--- src/design/sslim_pkg.sv ---
// Shared constants and types for the stick setpoint slew limiter.
package sslim_pkg;

    // Timing and stick scaling
    localparam int TICK_HZ        = 1000;
    localparam int FALLBACK_TICKS = 20;
    localparam int CENTRE_US      = 1500;
    localparam int SPAN_US        = 500;

    // Field widths
    localparam int PULSE_W  = 12;
    localparam int TICKS_W  = 16;
    localparam int ANGLE_W  = 16;
    localparam int DB_W     = 8;
    localparam int MAXANG_W = 15;
    localparam int SLEW_W   = 16;
    localparam int CFG_IDX_W  = 2;
    localparam int CFG_DATA_W = 16;
    localparam int IN_DATA_W  = 40;
    localparam int OUT_DATA_W = 32;

    // Shared multiplier and divider sizing
    localparam int MUL_W      = 16;
    localparam int DIVIDEND_W = 2 * MUL_W;
    localparam int HZ_BITS    = $clog2(TICK_HZ + 1);
    localparam int SPAN_BITS  = $clog2(SPAN_US + 1);
    localparam int DIVISOR_W  = (HZ_BITS > SPAN_BITS) ? HZ_BITS : SPAN_BITS;
    localparam int DIV_CNT_W  = $clog2(DIVIDEND_W + 1);
    localparam int MAG_W      = SPAN_BITS;
    // Step limit saturates here; any target difference fits below it
    localparam int STEP_W     = ANGLE_W + 1;

    // Configuration register indexes
    localparam logic [CFG_IDX_W-1:0] CFG_ASSIST_ENABLE = 2'd0;
    localparam logic [CFG_IDX_W-1:0] CFG_DEADBAND_US   = 2'd1;
    localparam logic [CFG_IDX_W-1:0] CFG_MAX_ANGLE     = 2'd2;
    localparam logic [CFG_IDX_W-1:0] CFG_SLEW_RATE     = 2'd3;

    // Configuration reset values
    localparam logic [DB_W-1:0]     DEADBAND_RST  = 8'd25;
    localparam logic [MAXANG_W-1:0] MAX_ANGLE_RST = 15'd7680;
    localparam logic [SLEW_W-1:0]   SLEW_RATE_RST = 16'd20480;

    // Sequencer states
    typedef enum logic [4:0] {
        S_IDLE  = 5'b00001,
        S_MUL   = 5'b00010,
        S_DIVGO = 5'b00100,
        S_DIV   = 5'b01000,
        S_DONE  = 5'b10000
    } state_t;

    // Which quantity the shared unit is working on
    typedef enum logic [1:0] {
        PH_STEP  = 2'd0,
        PH_ROLL  = 2'd1,
        PH_PITCH = 2'd2
    } phase_t;

endpackage

--- src/design/sslim_div.sv ---
// Restoring divider, one quotient bit per cycle.
module sslim_div
(
    input  logic                                 clk,
    input  logic                                 rst_n,
    input  logic                                 start,
    input  logic [sslim_pkg::DIVIDEND_W-1:0]     dividend,
    input  logic [sslim_pkg::DIVISOR_W-1:0]      divisor,
    output logic                                 done,
    output logic [sslim_pkg::DIVIDEND_W-1:0]     quotient
);
    import sslim_pkg::*;

    logic                    busy_reg, busy_next;
    logic                    done_reg, done_next;
    logic [DIV_CNT_W-1:0]    count_reg, count_next;
    logic [DIVISOR_W-1:0]    rem_reg, rem_next;
    logic [DIVISOR_W-1:0]    dsr_reg, dsr_next;
    logic [DIVIDEND_W-1:0]   quo_reg, quo_next;

    logic [DIVISOR_W:0]      shifted;
    logic [DIVISOR_W:0]      diff;
    logic                    fits;

    // Shift in the next dividend bit and trial-subtract
    always_comb
    begin
        shifted = {rem_reg, quo_reg[DIVIDEND_W-1]};
        diff    = shifted - {1'b0, dsr_reg};
        fits    = shifted >= {1'b0, dsr_reg};
    end

    // Advance one bit per cycle
    always_comb
    begin
        busy_next  = busy_reg;
        done_next  = 1'b0;
        count_next = count_reg;
        rem_next   = rem_reg;
        dsr_next   = dsr_reg;
        quo_next   = quo_reg;
        if (start)
        begin
            busy_next  = 1'b1;
            count_next = DIV_CNT_W'(DIVIDEND_W);
            rem_next   = '0;
            dsr_next   = divisor;
            quo_next   = dividend;
        end
        else if (busy_reg)
        begin
            rem_next   = fits ? diff[DIVISOR_W-1:0] : shifted[DIVISOR_W-1:0];
            quo_next   = {quo_reg[DIVIDEND_W-2:0], fits};
            count_next = count_reg - 1'b1;
            if (count_reg == DIV_CNT_W'(1))
            begin
                busy_next = 1'b0;
                done_next = 1'b1;
            end
        end
    end

    always_ff @(posedge clk or negedge rst_n)
    begin
        if (!rst_n)
        begin
            busy_reg  <= 1'b0;
            done_reg  <= 1'b0;
            count_reg <= '0;
        end
        else
        begin
            busy_reg  <= busy_next;
            done_reg  <= done_next;
            count_reg <= count_next;
        end
    end

    always_ff @(posedge clk)
    begin
        rem_reg <= rem_next;
        dsr_reg <= dsr_next;
        quo_reg <= quo_next;
    end

    assign done     = done_reg;
    assign quotient = quo_reg;

`ifndef ASSERT_OFF
    a_start_idle: assert property (@(posedge clk) disable iff (!rst_n)
        start |-> !busy_reg)
        else $error("divider started while busy");
    a_done_idle: assert property (@(posedge clk) disable iff (!rst_n)
        done_reg |-> !busy_reg)
        else $error("divider done while still busy");
    a_last_bit: assert property (@(posedge clk) disable iff (!rst_n)
        busy_reg && !start && count_reg == DIV_CNT_W'(1) |=> done_reg)
        else $error("divider missed its done pulse");
`endif

endmodule

--- src/design/stick_setpoint_slew_limiter.sv ---
// Top level: stick deadband, rescale and slew limiting over one shared mul/div unit.
// With assist on, the bit-serial divider runs three times (step limit, roll, pitch);
// with assist off the arithmetic is skipped and the held targets go straight out.
// A new sample is taken only once the previous result sits in the output register,
// so one stalled result does not block the next sample.
// Reset (rst_n, async, active low): targets zero, registers to their defaults.
module stick_setpoint_slew_limiter
(
    input  logic                              clk,
    input  logic                              rst_n,
    // Configuration write port
    input  logic                              cfg_we,
    input  logic [sslim_pkg::CFG_IDX_W-1:0]   cfg_index,
    input  logic [sslim_pkg::CFG_DATA_W-1:0]  cfg_data,
    // Stick sample input
    input  logic                              s_tvalid,
    output logic                              s_tready,
    // roll_pulse_us[11:0], pitch_pulse_us[23:12], elapsed_ticks[39:24]
    input  logic [sslim_pkg::IN_DATA_W-1:0]   s_tdata,
    // Setpoint output
    output logic                              m_tvalid,
    input  logic                              m_tready,
    // roll_setpoint[15:0], pitch_setpoint[31:16]
    output logic [sslim_pkg::OUT_DATA_W-1:0]  m_tdata,
    // assist_active[0]
    output logic                              m_tuser
);
    import sslim_pkg::*;

    // Configuration registers
    logic                    assist_enable_reg;
    logic [DB_W-1:0]         deadband_reg;
    logic [MAXANG_W-1:0]     max_angle_reg;
    logic [SLEW_W-1:0]       slew_rate_reg;

    // Sequencer and working registers
    state_t                  state_reg, state_next;
    phase_t                  phase_reg, phase_next;
    logic [PULSE_W-1:0]      roll_pulse_reg, pitch_pulse_reg;
    logic [TICKS_W-1:0]      ticks_reg;
    logic [DIVIDEND_W-1:0]   product_reg;
    logic [DIVISOR_W-1:0]    divisor_reg;
    logic                    neg_reg;
    logic [STEP_W-1:0]       step_reg;
    logic signed [ANGLE_W-1:0] roll_target_reg, pitch_target_reg;
    logic                    active_reg;
    logic                    out_valid_reg;
    logic [OUT_DATA_W-1:0]   out_data_reg;
    logic                    out_user_reg;

    // Divider link
    logic                    div_start;
    logic                    div_done;
    logic [DIVIDEND_W-1:0]   div_quotient;

    // Stick front end
    logic [PULSE_W-1:0]      pulse_sel;
    logic                    off_pos;
    logic [PULSE_W-1:0]      mag_raw;
    logic [MAG_W-1:0]        mag;
    logic [MAG_W-1:0]        excess;
    logic [MUL_W-1:0]        mul_a, mul_b;

    // Slew update
    logic [ANGLE_W-1:0]          want_mag;
    logic signed [ANGLE_W:0]     want;
    logic signed [ANGLE_W-1:0]   cur;
    logic signed [ANGLE_W+1:0]   delta, delta_lim, step_s, sum;
    logic [STEP_W-1:0]           step_sat;

    logic in_fire;
    logic out_load;

    assign in_fire  = s_tvalid && s_tready;
    assign s_tready = (state_reg == S_IDLE);
    assign out_load = (state_reg == S_DONE) && (!out_valid_reg || m_tready);

    // Centre, clamp and remove the deadband from the selected pulse
    always_comb
    begin
        pulse_sel = (phase_reg == PH_PITCH) ? pitch_pulse_reg : roll_pulse_reg;
        off_pos   = pulse_sel >= PULSE_W'(CENTRE_US);
        mag_raw   = off_pos ? pulse_sel - PULSE_W'(CENTRE_US)
                            : PULSE_W'(CENTRE_US) - pulse_sel;
        mag       = (mag_raw > PULSE_W'(SPAN_US)) ? MAG_W'(SPAN_US) : mag_raw[MAG_W-1:0];
        excess    = (mag > MAG_W'(deadband_reg)) ? mag - MAG_W'(deadband_reg) : '0;
    end

    // Select operands for the shared multiplier
    always_comb
    begin
        case (phase_reg)
            PH_STEP:
            begin
                mul_a = slew_rate_reg;
                mul_b = ticks_reg;
            end
            PH_ROLL, PH_PITCH:
            begin
                mul_a = MUL_W'(excess);
                mul_b = MUL_W'(max_angle_reg);
            end
            default:
            begin
                mul_a = '0;
                mul_b = '0;
            end
        endcase
    end

    // Move the current target toward its desired angle by at most the step
    always_comb
    begin
        want_mag  = div_quotient[ANGLE_W-1:0];
        want      = (neg_reg ^ (phase_reg == PH_PITCH))
                    ? -$signed({1'b0, want_mag}) : $signed({1'b0, want_mag});
        cur       = (phase_reg == PH_PITCH) ? pitch_target_reg : roll_target_reg;
        delta     = (ANGLE_W+2)'(want) - (ANGLE_W+2)'(cur);
        step_s    = $signed({1'b0, step_reg});
        if (delta > step_s)
            delta_lim = step_s;
        else if (delta < -step_s)
            delta_lim = -step_s;
        else
            delta_lim = delta;
        sum       = (ANGLE_W+2)'(cur) + delta_lim;
        step_sat  = (|div_quotient[DIVIDEND_W-1:STEP_W]) ? '1
                                                         : div_quotient[STEP_W-1:0];
    end

    // Sequence: step limit, then roll, then pitch through the shared unit; skipped with assist off
    always_comb
    begin
        state_next = state_reg;
        phase_next = phase_reg;
        div_start  = 1'b0;
        case (state_reg)
            S_IDLE:
            begin
                if (in_fire)
                begin
                    phase_next = PH_STEP;
                    state_next = assist_enable_reg ? S_MUL : S_DONE;
                end
            end
            S_MUL:
                state_next = S_DIVGO;
            S_DIVGO:
            begin
                div_start  = 1'b1;
                state_next = S_DIV;
            end
            S_DIV:
            begin
                if (div_done)
                begin
                    case (phase_reg)
                        PH_STEP:
                        begin
                            phase_next = PH_ROLL;
                            state_next = S_MUL;
                        end
                        PH_ROLL:
                        begin
                            phase_next = PH_PITCH;
                            state_next = S_MUL;
                        end
                        default:
                            state_next = S_DONE;
                    endcase
                end
            end
            S_DONE:
            begin
                if (out_load)
                    state_next = S_IDLE;
            end
            default:
                state_next = S_IDLE;
        endcase
    end

    // Control and state registers
    always_ff @(posedge clk or negedge rst_n)
    begin
        if (!rst_n)
        begin
            assist_enable_reg <= 1'b0;
            deadband_reg      <= DEADBAND_RST;
            max_angle_reg     <= MAX_ANGLE_RST;
            slew_rate_reg     <= SLEW_RATE_RST;
            state_reg         <= S_IDLE;
            phase_reg         <= PH_STEP;
            roll_target_reg   <= '0;
            pitch_target_reg  <= '0;
            out_valid_reg     <= 1'b0;
        end
        else
        begin
            state_reg <= state_next;
            phase_reg <= phase_next;

            if (cfg_we)
            begin
                case (cfg_index)
                    CFG_ASSIST_ENABLE: assist_enable_reg <= cfg_data[0];
                    CFG_DEADBAND_US:   deadband_reg      <= cfg_data[DB_W-1:0];
                    CFG_MAX_ANGLE:     max_angle_reg     <= cfg_data[MAXANG_W-1:0];
                    CFG_SLEW_RATE:     slew_rate_reg     <= cfg_data[SLEW_W-1:0];
                    default: ;
                endcase
            end

            if (state_reg == S_DIV && div_done && phase_reg == PH_ROLL)
                roll_target_reg <= sum[ANGLE_W-1:0];
            if (state_reg == S_DIV && div_done && phase_reg == PH_PITCH)
                pitch_target_reg <= sum[ANGLE_W-1:0];

            if (out_load)
                out_valid_reg <= 1'b1;
            else if (m_tready)
                out_valid_reg <= 1'b0;
        end
    end

    // Payload registers
    always_ff @(posedge clk)
    begin
        if (in_fire)
        begin
            roll_pulse_reg  <= s_tdata[PULSE_W-1:0];
            pitch_pulse_reg <= s_tdata[2*PULSE_W-1:PULSE_W];
            ticks_reg       <= (s_tdata[IN_DATA_W-1:2*PULSE_W] == '0)
                               ? TICKS_W'(FALLBACK_TICKS)
                               : s_tdata[IN_DATA_W-1:2*PULSE_W];
            active_reg      <= assist_enable_reg;
        end
        if (state_reg == S_MUL)
        begin
            product_reg <= mul_a * mul_b;
            neg_reg     <= !off_pos;
            divisor_reg <= (phase_reg == PH_STEP)
                           ? DIVISOR_W'(TICK_HZ)
                           : DIVISOR_W'(SPAN_US) - DIVISOR_W'(deadband_reg);
        end
        if (state_reg == S_DIV && div_done && phase_reg == PH_STEP)
            step_reg <= step_sat;
        if (out_load)
        begin
            out_data_reg <= {pitch_target_reg, roll_target_reg};
            out_user_reg <= active_reg;
        end
    end

    sslim_div u_div
    (
        .clk      (clk),
        .rst_n    (rst_n),
        .start    (div_start),
        .dividend (product_reg),
        .divisor  (divisor_reg),
        .done     (div_done),
        .quotient (div_quotient)
    );

    assign m_tvalid = out_valid_reg;
    assign m_tdata  = out_data_reg;
    assign m_tuser  = out_user_reg;

`ifndef ASSERT_OFF
    a_hold_off: assert property (@(posedge clk) disable iff (!rst_n)
        in_fire && !assist_enable_reg |=> state_reg == S_DONE)
        else $error("disabled assist did not skip the arithmetic");
    a_targets_idle: assert property (@(posedge clk) disable iff (!rst_n)
        state_reg == S_IDLE |=> $stable(roll_target_reg) && $stable(pitch_target_reg))
        else $error("targets changed while idle");
    a_div_done_state: assert property (@(posedge clk) disable iff (!rst_n)
        div_done |-> state_reg == S_DIV)
        else $error("divider finished outside the wait state");
    a_load_after_done: assert property (@(posedge clk) disable iff (!rst_n)
        out_load |=> m_tvalid && state_reg == S_IDLE)
        else $error("result not presented after load");
`endif

endmodule

--- config.mk ---
export PLATFORM = sky130hd
export DESIGN_NAME = stick_setpoint_slew_limiter
export DESIGN_NICKNAME = d
export VERILOG_FILES = /design/src/design/sslim_pkg.sv /design/src/design/sslim_div.sv /design/src/design/stick_setpoint_slew_limiter.sv
export SDC_FILE = /design/constraint.sdc
export NUM_CORES = 1
export LEC_CHECK = 0
export ABC_AREA = 0
export BUFFER_PORTS_ARGS = -buffer_cell sky130_fd_sc_hd__buf_2
export CORE_MARGIN = 4
export CORE_UTILIZATION = 50
export CTS_BUF_LIST = sky130_fd_sc_hd__clkbuf_8 sky130_fd_sc_hd__clkbuf_16
export CTS_CLUSTER_SIZE = 28
export DETAILED_ROUTE_END_ITERATION = 10
export GPL_ROUTABILITY_DRIVEN = 0
export PLACE_DENSITY = 0.75
export SETUP_SLACK_MARGIN = 0.5
export SKIP_LAST_GASP = 1
export SYNTH_ARGS = -nofsm -noshare
export SYNTH_HDL_FRONTEND = slang
export SYNTH_HIERARCHICAL = 1
export SYNTH_SLANG_ARGS = --single-unit
export TNS_END_PERCENT = 30
--- constraint.sdc ---
create_clock -name clk -period 31.1 [get_ports clk]
set_input_delay 4.665 -clock clk [delete_from_list [all_inputs] [get_ports clk]]
set_output_delay 4.665 -clock clk [all_outputs]
set_load 0.02 [all_outputs]
==> results of run 1 <==
-- worst max path at each step --
stage,slack (ns),cells past startpoint,endpoint
floorplan,20.30,46,product_reg[30]
global placement,19.32,40,product_reg[29]
detailed placement,18.98,45,product_reg[30]
CTS,18.91,45,product_reg[30]
global route,18.02,41,product_reg[30]
finish,18.75,45,product_reg[30]
-- critical path: cells and delay by family, from the launching register on --
| kind | cells | cell delay [ns] |
|---|---|---|
| AOI/OAI and AO/OA | 17 | 4.20 |
| adders and majority gates | 11 | 4.97 |
| buffers and inverters | 6 | 0.79 |
| DFF | 1 | 0.42 |
| muxes | 1 | 0.18 |
| and+or+nand+nor | 10 | 1.50 |
-- metrics by stage --
step | util (%) | hold WS, ns
finish | 54.6 | 0.419
global route | 54.6 | 0.426
CTS | 54.6 | 0.421
detailed placement | 52.7 | 0.405
global placement | 52.7 | 0.404
floorplan | - | 0.400
-- area by class of cell --
type	count	area [sq um]
Fill cell	4139	22100
Multi-Input combinational cell	1737	15400
Sequential cell	274	7700
Inverter	317	1190
Tap cell	664	831
Clock buffer	31	753
Timing Repair Buffer	115	623
Clock inverter	21	179
-- synthesized netlist by cell type (9+ instances only) --
master    number  share of area [%]
xor2_1        28                1.0
fa_1         198                 16
ha_1         199                 10
a21o_1        27               0.82
clkbuf_1      74                1.1
dfrtp_1       78                7.9
dfxtp_1       10               0.81
mux2_2       104                4.8
or3_1          9               0.23
and2_1        20               0.51
nand2_1      186                2.8
xnor2_1       77                2.7
a22o_1        15               0.53
o21ai_0      112                2.3
mux2i_1       29                1.2
nand3_1       25               0.51
dfstp_2       10                1.1
a211oi_1      35                1.1
nor2b_1       25               0.64
o21a_1        24               0.73
nor2_1       156                2.4
a21oi_1      108                2.2
edfxtp_1     176                 21
nor3_1        47               0.96
nor4_1        28               0.71
or2_2         21               0.53
and3_1        17               0.43
o211ai_1      10               0.31
inv_1        315                4.8
a22oi_1       16               0.49
o221ai_1      10               0.36
nand4_1       15               0.38
nand2b_1      21               0.53
a31oi_1       26               0.66
a21oi_2       12               0.43
o21bai_1      11               0.34
-- routing by layer --
metal	GRT usage [%]	wire [um]	share of wire, %
met5	0	0	0
met4	8.05	2550	4.2
met3	3.38	4590	7.6
met2	37.2	28600	47
met1	29.4	24600	41
-- logic make-up after synthesis --
kind of cell             count (synthesis)
AND/OR/NAND/NOR                        615
AO/OA/AOI/OAI                          480
XOR/XNOR                               108
buffers and inverters                  407
flip-flops                             274
adder cells (fa/ha/maj)                397
multiplexers                           137
==> run_results.csv, run 1 <==
group,metric,value,unit
worst_hold_path,holdPathStages,0,
yosys,ys_async_sr_fraction,32.1,%
yosys,ys_ff_latch,274,
grt,grt_pass1_wl,96300,um
yosys,ys_seq_area_share,31.3,%
worst_setup_path,crit_arrival,12.65,ns
grt,grt_max_degree,65,
timing,finalWorstPathRequiredPeriod,12.35,ns
timing,tightest_slew,1.32,ns
yosys,ys_warn_count,6,
yosys,synth_mux_area_share,6.28,%
worst_setup_path,r2r-end,"product_reg[30]",
timing,finalHoldViolations,0,
place,place_ws,18.98,ns
grt,grt_util_all_layers,22.2,%
flow_run,drv_cap,0,
grt,grt_overflow,0,
worst_setup_path,path_class,"register to register",
floorplan,die_h,230,um
clock_network,cts_buffer_depth,3,
yosys,synth.distinct_cells,101,
timing,tns,0,ns
clock_network,cts_made_buffers,28,
detailed_routing,drtPass1Iterations,8,
worst_setup_path,crit_required,31.40,ns
floorplan,ios,98,
timing,fmax,81.0,MHz
place,io_buffers,97,
worst_hold_path,min_from,"divisor_reg[3]",
yosys,synth_fp_nets,2878,
clock_network,cts_resized,0,
floorplan,start_util,50.5,%
yosys,ys.flop_type,"edfxtp_1",
worst_setup_path,path_max_fanout,24,
yosys,synth_edf_count,176,
cells_and_area,final_cell_mix,"inv_1, fa_1, ha_1, nand2_1, edfxtp_1",
timing,relSlewSlack,12.1,%
yosys,synth_top_family_by_area,"adder cells",
clock_network,cts_root_buf,"clkbuf_16",
clock_network,post_cts_buffers,0,
cells_and_area,fin_area,0.0266,sq mm
place,dp_hpwl,47500,um
detailed_routing,drt_iter0_drc,1922,
detailed_routing,drc_errors,0,
cells_and_area,area_delta_synth_final,8.29,%
grt,antenna_found_initial,0,
yosys,yosys.area_share.simple,12.3,%
floorplan,rows,81,
detailed_routing,post_drt_wl_per_cell,19.1,um
detailed_routing,vias_per_cell,5.87,
clock_network,worstSkewPairLatency,0.57,ns
timing,postLayoutSetupSlackWorst,18.75,ns
cells_and_area,nets,2933,
yosys,synth_fa_ha_area_share,26.2,%
detailed_routing,antenna_left,0,
grt,first_global_vias,18700,
cells_and_area,n_antenna_cell,0,
worst_setup_path,cpPeakStageDelay,0.98,ns
cells_and_area,fin_cells,3159,
detailed_routing,totalWireLength,60300,um
worst_setup_path,r2r_cells,45,
worst_setup_path,timing.rr.start,"phase_reg[0]",
yosys,syn_area_per_cell,10.2,sq um
place,placed_area,0.0257,sq mm
worst_hold_path,min_to,"u_div/dsr_reg[3]",
floorplan,die_w,230,um
timing,setup_viol,0,
place,dp_cells,3107,
worst_setup_path,crit_top_cell,"fa_1",
worst_setup_path,reg2reg_slack,18.75,ns
cells_and_area,drive_gt1_share,14.2,%
worst_setup_path,startpoint,"phase_reg[0]",
timing,period_share,39.7,%
clock_network,path_clk_slew,0.07,ns
worst_setup_path,cp-end-kind,"register",
clock_network,numClockSinks,274,
timing,skew,0.0153,ns
clock_network,htree_num_levels,1,
yosys,synthCells,2418,
clock_network,cts_hold_buf,0,
status,status,"finished, final reports clean",
floorplan,die_area,0.0528,sq mm
worst_hold_path,hold_path_class,"register to register",
worst_setup_path,critPathLaunchType,"register",
detailed_routing,vias,18600,
cells_and_area,layout_commonest_cell,"inv_1",
timing,maxSlewViolCount,0,
clock_network,cts_tree,"done",
yosys,synthXorXnorAreaFrac,4.05,%
timing,rsz0062_at_grt,"no",
floorplan,coreArea,0.0487,sq mm
yosys,synth-compound-area-share,13.4,%
worst_setup_path,slowest_stage,"a211oi_2",
yosys,synthesis.area,0.0246,sq mm
Power of run 1 is not shown: default switching activity piles up to over one toggle a cycle in this logic, so the estimate is an artifact.
==> inputs of run 2 (changes only) <==
- clock period: 31.1 -> 11.6 ns (I/O delays scaled with it)
==> run 2 against run 1 <==
Utilization rose by 1.2 points. Clock skew up 0.011 ns. Critical endpoint unchanged. Final cell count rose by 0.85%. Clock-buffer cell count up 5. Sequential share of layout area decreased by 0.60 points. Critical path depth fell by 4. Setup slack got worse by 18 ns.
==> run_results.csv, run 2 (synthesis gave the netlist of run 1 again) <==
group,metric,value,unit
worst_setup_path,path_class,"register to register",
floorplan,start_util,50.5,%
worst_setup_path,r2r_cells,41,
worst_setup_path,reg2reg_slack,0.66,ns
grt,antenna_found_initial,1,
flow_run,drv_cap,0,
timing,setup_viol,0,
clock_network,cts_tree,"done",
detailed_routing,post_drt_wl_per_cell,19.2,um
timing,fmax,91.4,MHz
timing,tns,0,ns
timing,finalHoldViolations,0,
detailed_routing,drc_errors,0,
timing,postLayoutSetupSlackWorst,0.664,ns
clock_network,cts_root_buf,"clkbuf_16",
cells_and_area,fillers,4109,
worst_hold_path,holdPathStages,0,
worst_setup_path,critPathLaunchType,"register",
floorplan,die_w,230,um
cells_and_area,n_antenna_cell,0,
clock_network,path_clk_slew,0.06,ns
grt,grt_pass1_wl,96700,um
detailed_routing,vias_per_cell,5.87,
timing,period_share,94.3,%
timing,maxSlewViolCount,0,
status,status,"finished, final reports clean",
worst_hold_path,min_to,"m_tuser",
cells_and_area,layout_commonest_cell,"inv_1",
place,io_buffers,97,
clock_network,cts_made_buffers,29,
detailed_routing,antenna_left,0,
grt,first_global_vias,18700,
worst_setup_path,crit_arrival,11.26,ns
place,place_ws,0.00633,ns
detailed_routing,drtPass1Iterations,7,
worst_setup_path,path_max_fanout,9,
worst_setup_path,cp-end-kind,"register",
worst_setup_path,timing.rr.start,"phase_reg[0]",
detailed_routing,totalWireLength,61300,um
worst_setup_path,crit_required,11.92,ns
worst_setup_path,slowest_stage,"fa_1",
cells_and_area,area_delta_synth_final,10.6,%
worst_setup_path,r2r-end,"product_reg[30]",
timing,finalWorstPathRequiredPeriod,10.94,ns
grt,grt_max_degree,66,
floorplan,die_h,230,um
timing,relSlewSlack,16.2,%
floorplan,die_area,0.0528,sq mm
detailed_routing,vias,18700,
clock_network,numClockSinks,274,
detailed_routing,drt_iter0_drc,1890,
worst_hold_path,min_from,"active_reg",
cells_and_area,final_cell_mix,"inv_1, fa_1, ha_1, nand2_1, edfxtp_1",
floorplan,coreArea,0.0487,sq mm
timing,skew,0.0259,ns
worst_setup_path,crit_top_cell,"fa_1",
grt,grt_overflow,0,
floorplan,rows,81,
cells_and_area,drive_gt1_share,17.1,%
grt,grt_util_all_layers,22.3,%
clock_network,cts_hold_buf,0,
timing,rsz0062_at_grt,"yes",
clock_network,worstSkewPairLatency,0.59,ns
cells_and_area,nets,2959,
worst_hold_path,hold_path_class,"register to register",
clock_network,cts_buffer_depth,3,
clock_network,htree_num_levels,1,
worst_setup_path,cpPeakStageDelay,0.58,ns
place,placed_area,0.0257,sq mm
floorplan,ios,98,
place,dp_hpwl,47200,um
timing,tightest_slew,1.26,ns
cells_and_area,fin_area,0.0272,sq mm
==> run 2: cell count changes in the layout (fill, tap and decap cells not counted), moves of 3 or more <==
cell / delta
buf_4: +21
a211oi_1: -6
a211oi_2: +6
a21oi_1: -6
o21ai_0: -6
a21oi_2: +5
ha_1: -4
clkbuf_16: +3
clkinv_1: -3
ha_2: +3
inv_8: +3
o211a_1: -3
o21ai_1: +3
==> run 2: layout make-up <==
| class | count | area [sq um] | share of cell area, % |
|---|---|---|---|
| multi-input combinational | 1737 | 15600 | 57.4 |
| timing repair buffer | 140 | 838 | 3.08 |
| tap | 664 | 831 | 3.05 |
| inverter | 317 | 1190 | 4.37 |
| clock inverter | 18 | 179 | 0.658 |
| clock buffer | 36 | 856 | 3.14 |
| sequential | 274 | 7700 | 28.3 |
==> run 2: worst max-delay path by stage <==
stage                  from               to  slack, ns  cells past startpoint
6_report       phase_reg[0]  product_reg[30]       0.66                     41
2_1_floorplan  phase_reg[0]  product_reg[30]       0.80                     46
4_1_cts        phase_reg[0]  product_reg[29]       0.56                     42
3_5_place_dp   phase_reg[0]  product_reg[30]      0.006                     44
5_1_grt        phase_reg[0]  product_reg[31]       0.28                     44
3_3_place_gp   phase_reg[0]  product_reg[30]       0.35                     43
==> run 2: worst max-delay path, delay by kind of cell, from the launching register on <==
kind,cells,cell delay [ns]
XOR/XNOR,1,0.11
adder cells (fa/ha/maj),10,4.29
AND/OR/NAND/NOR,9,1.89
AO/OA/AOI/OAI,15,3.18
buffers and inverters,5,0.50
multiplexers,1,0.26
flip-flops,1,0.44
==> run 2: layer usage <==
layer | track usage [%] | vias to the layer above | wire, um
met1 | 29.5 | 9116 | 25100
met4 | 8.13 | 2 | 2630
met3 | 3.88 | 208 | 4810
met2 | 37.2 | 814 | 28700
met5 | 0 | - | 9
li1 | - | 8562 | -
==> run 2: stage by stage <==
stage	util [%]	hold WS [ns]	cells
final	55.8	0.419	3186
after global routing	55.8	0.426	3186
after CTS	55.2	0.422	3172
after detailed placement	52.8	0.405	3110
after global placement	52.8	0.406	3110
after floorplan	-	0.400	2418
==> run 2: what timing repair did <==
| action | CTS | global route |
|---|---|---|
| endpoints found under the hold margin | 0 | 0 |
| pin swaps | 5 | 18 |
| cloned | 0 | 0 |
| resized for setup | 16 | 50 |
| endpoints found under the setup margin | 13 | 16 |
| buffers inserted | 8 | 14 |
Power of run 2 is left out for the same reason.
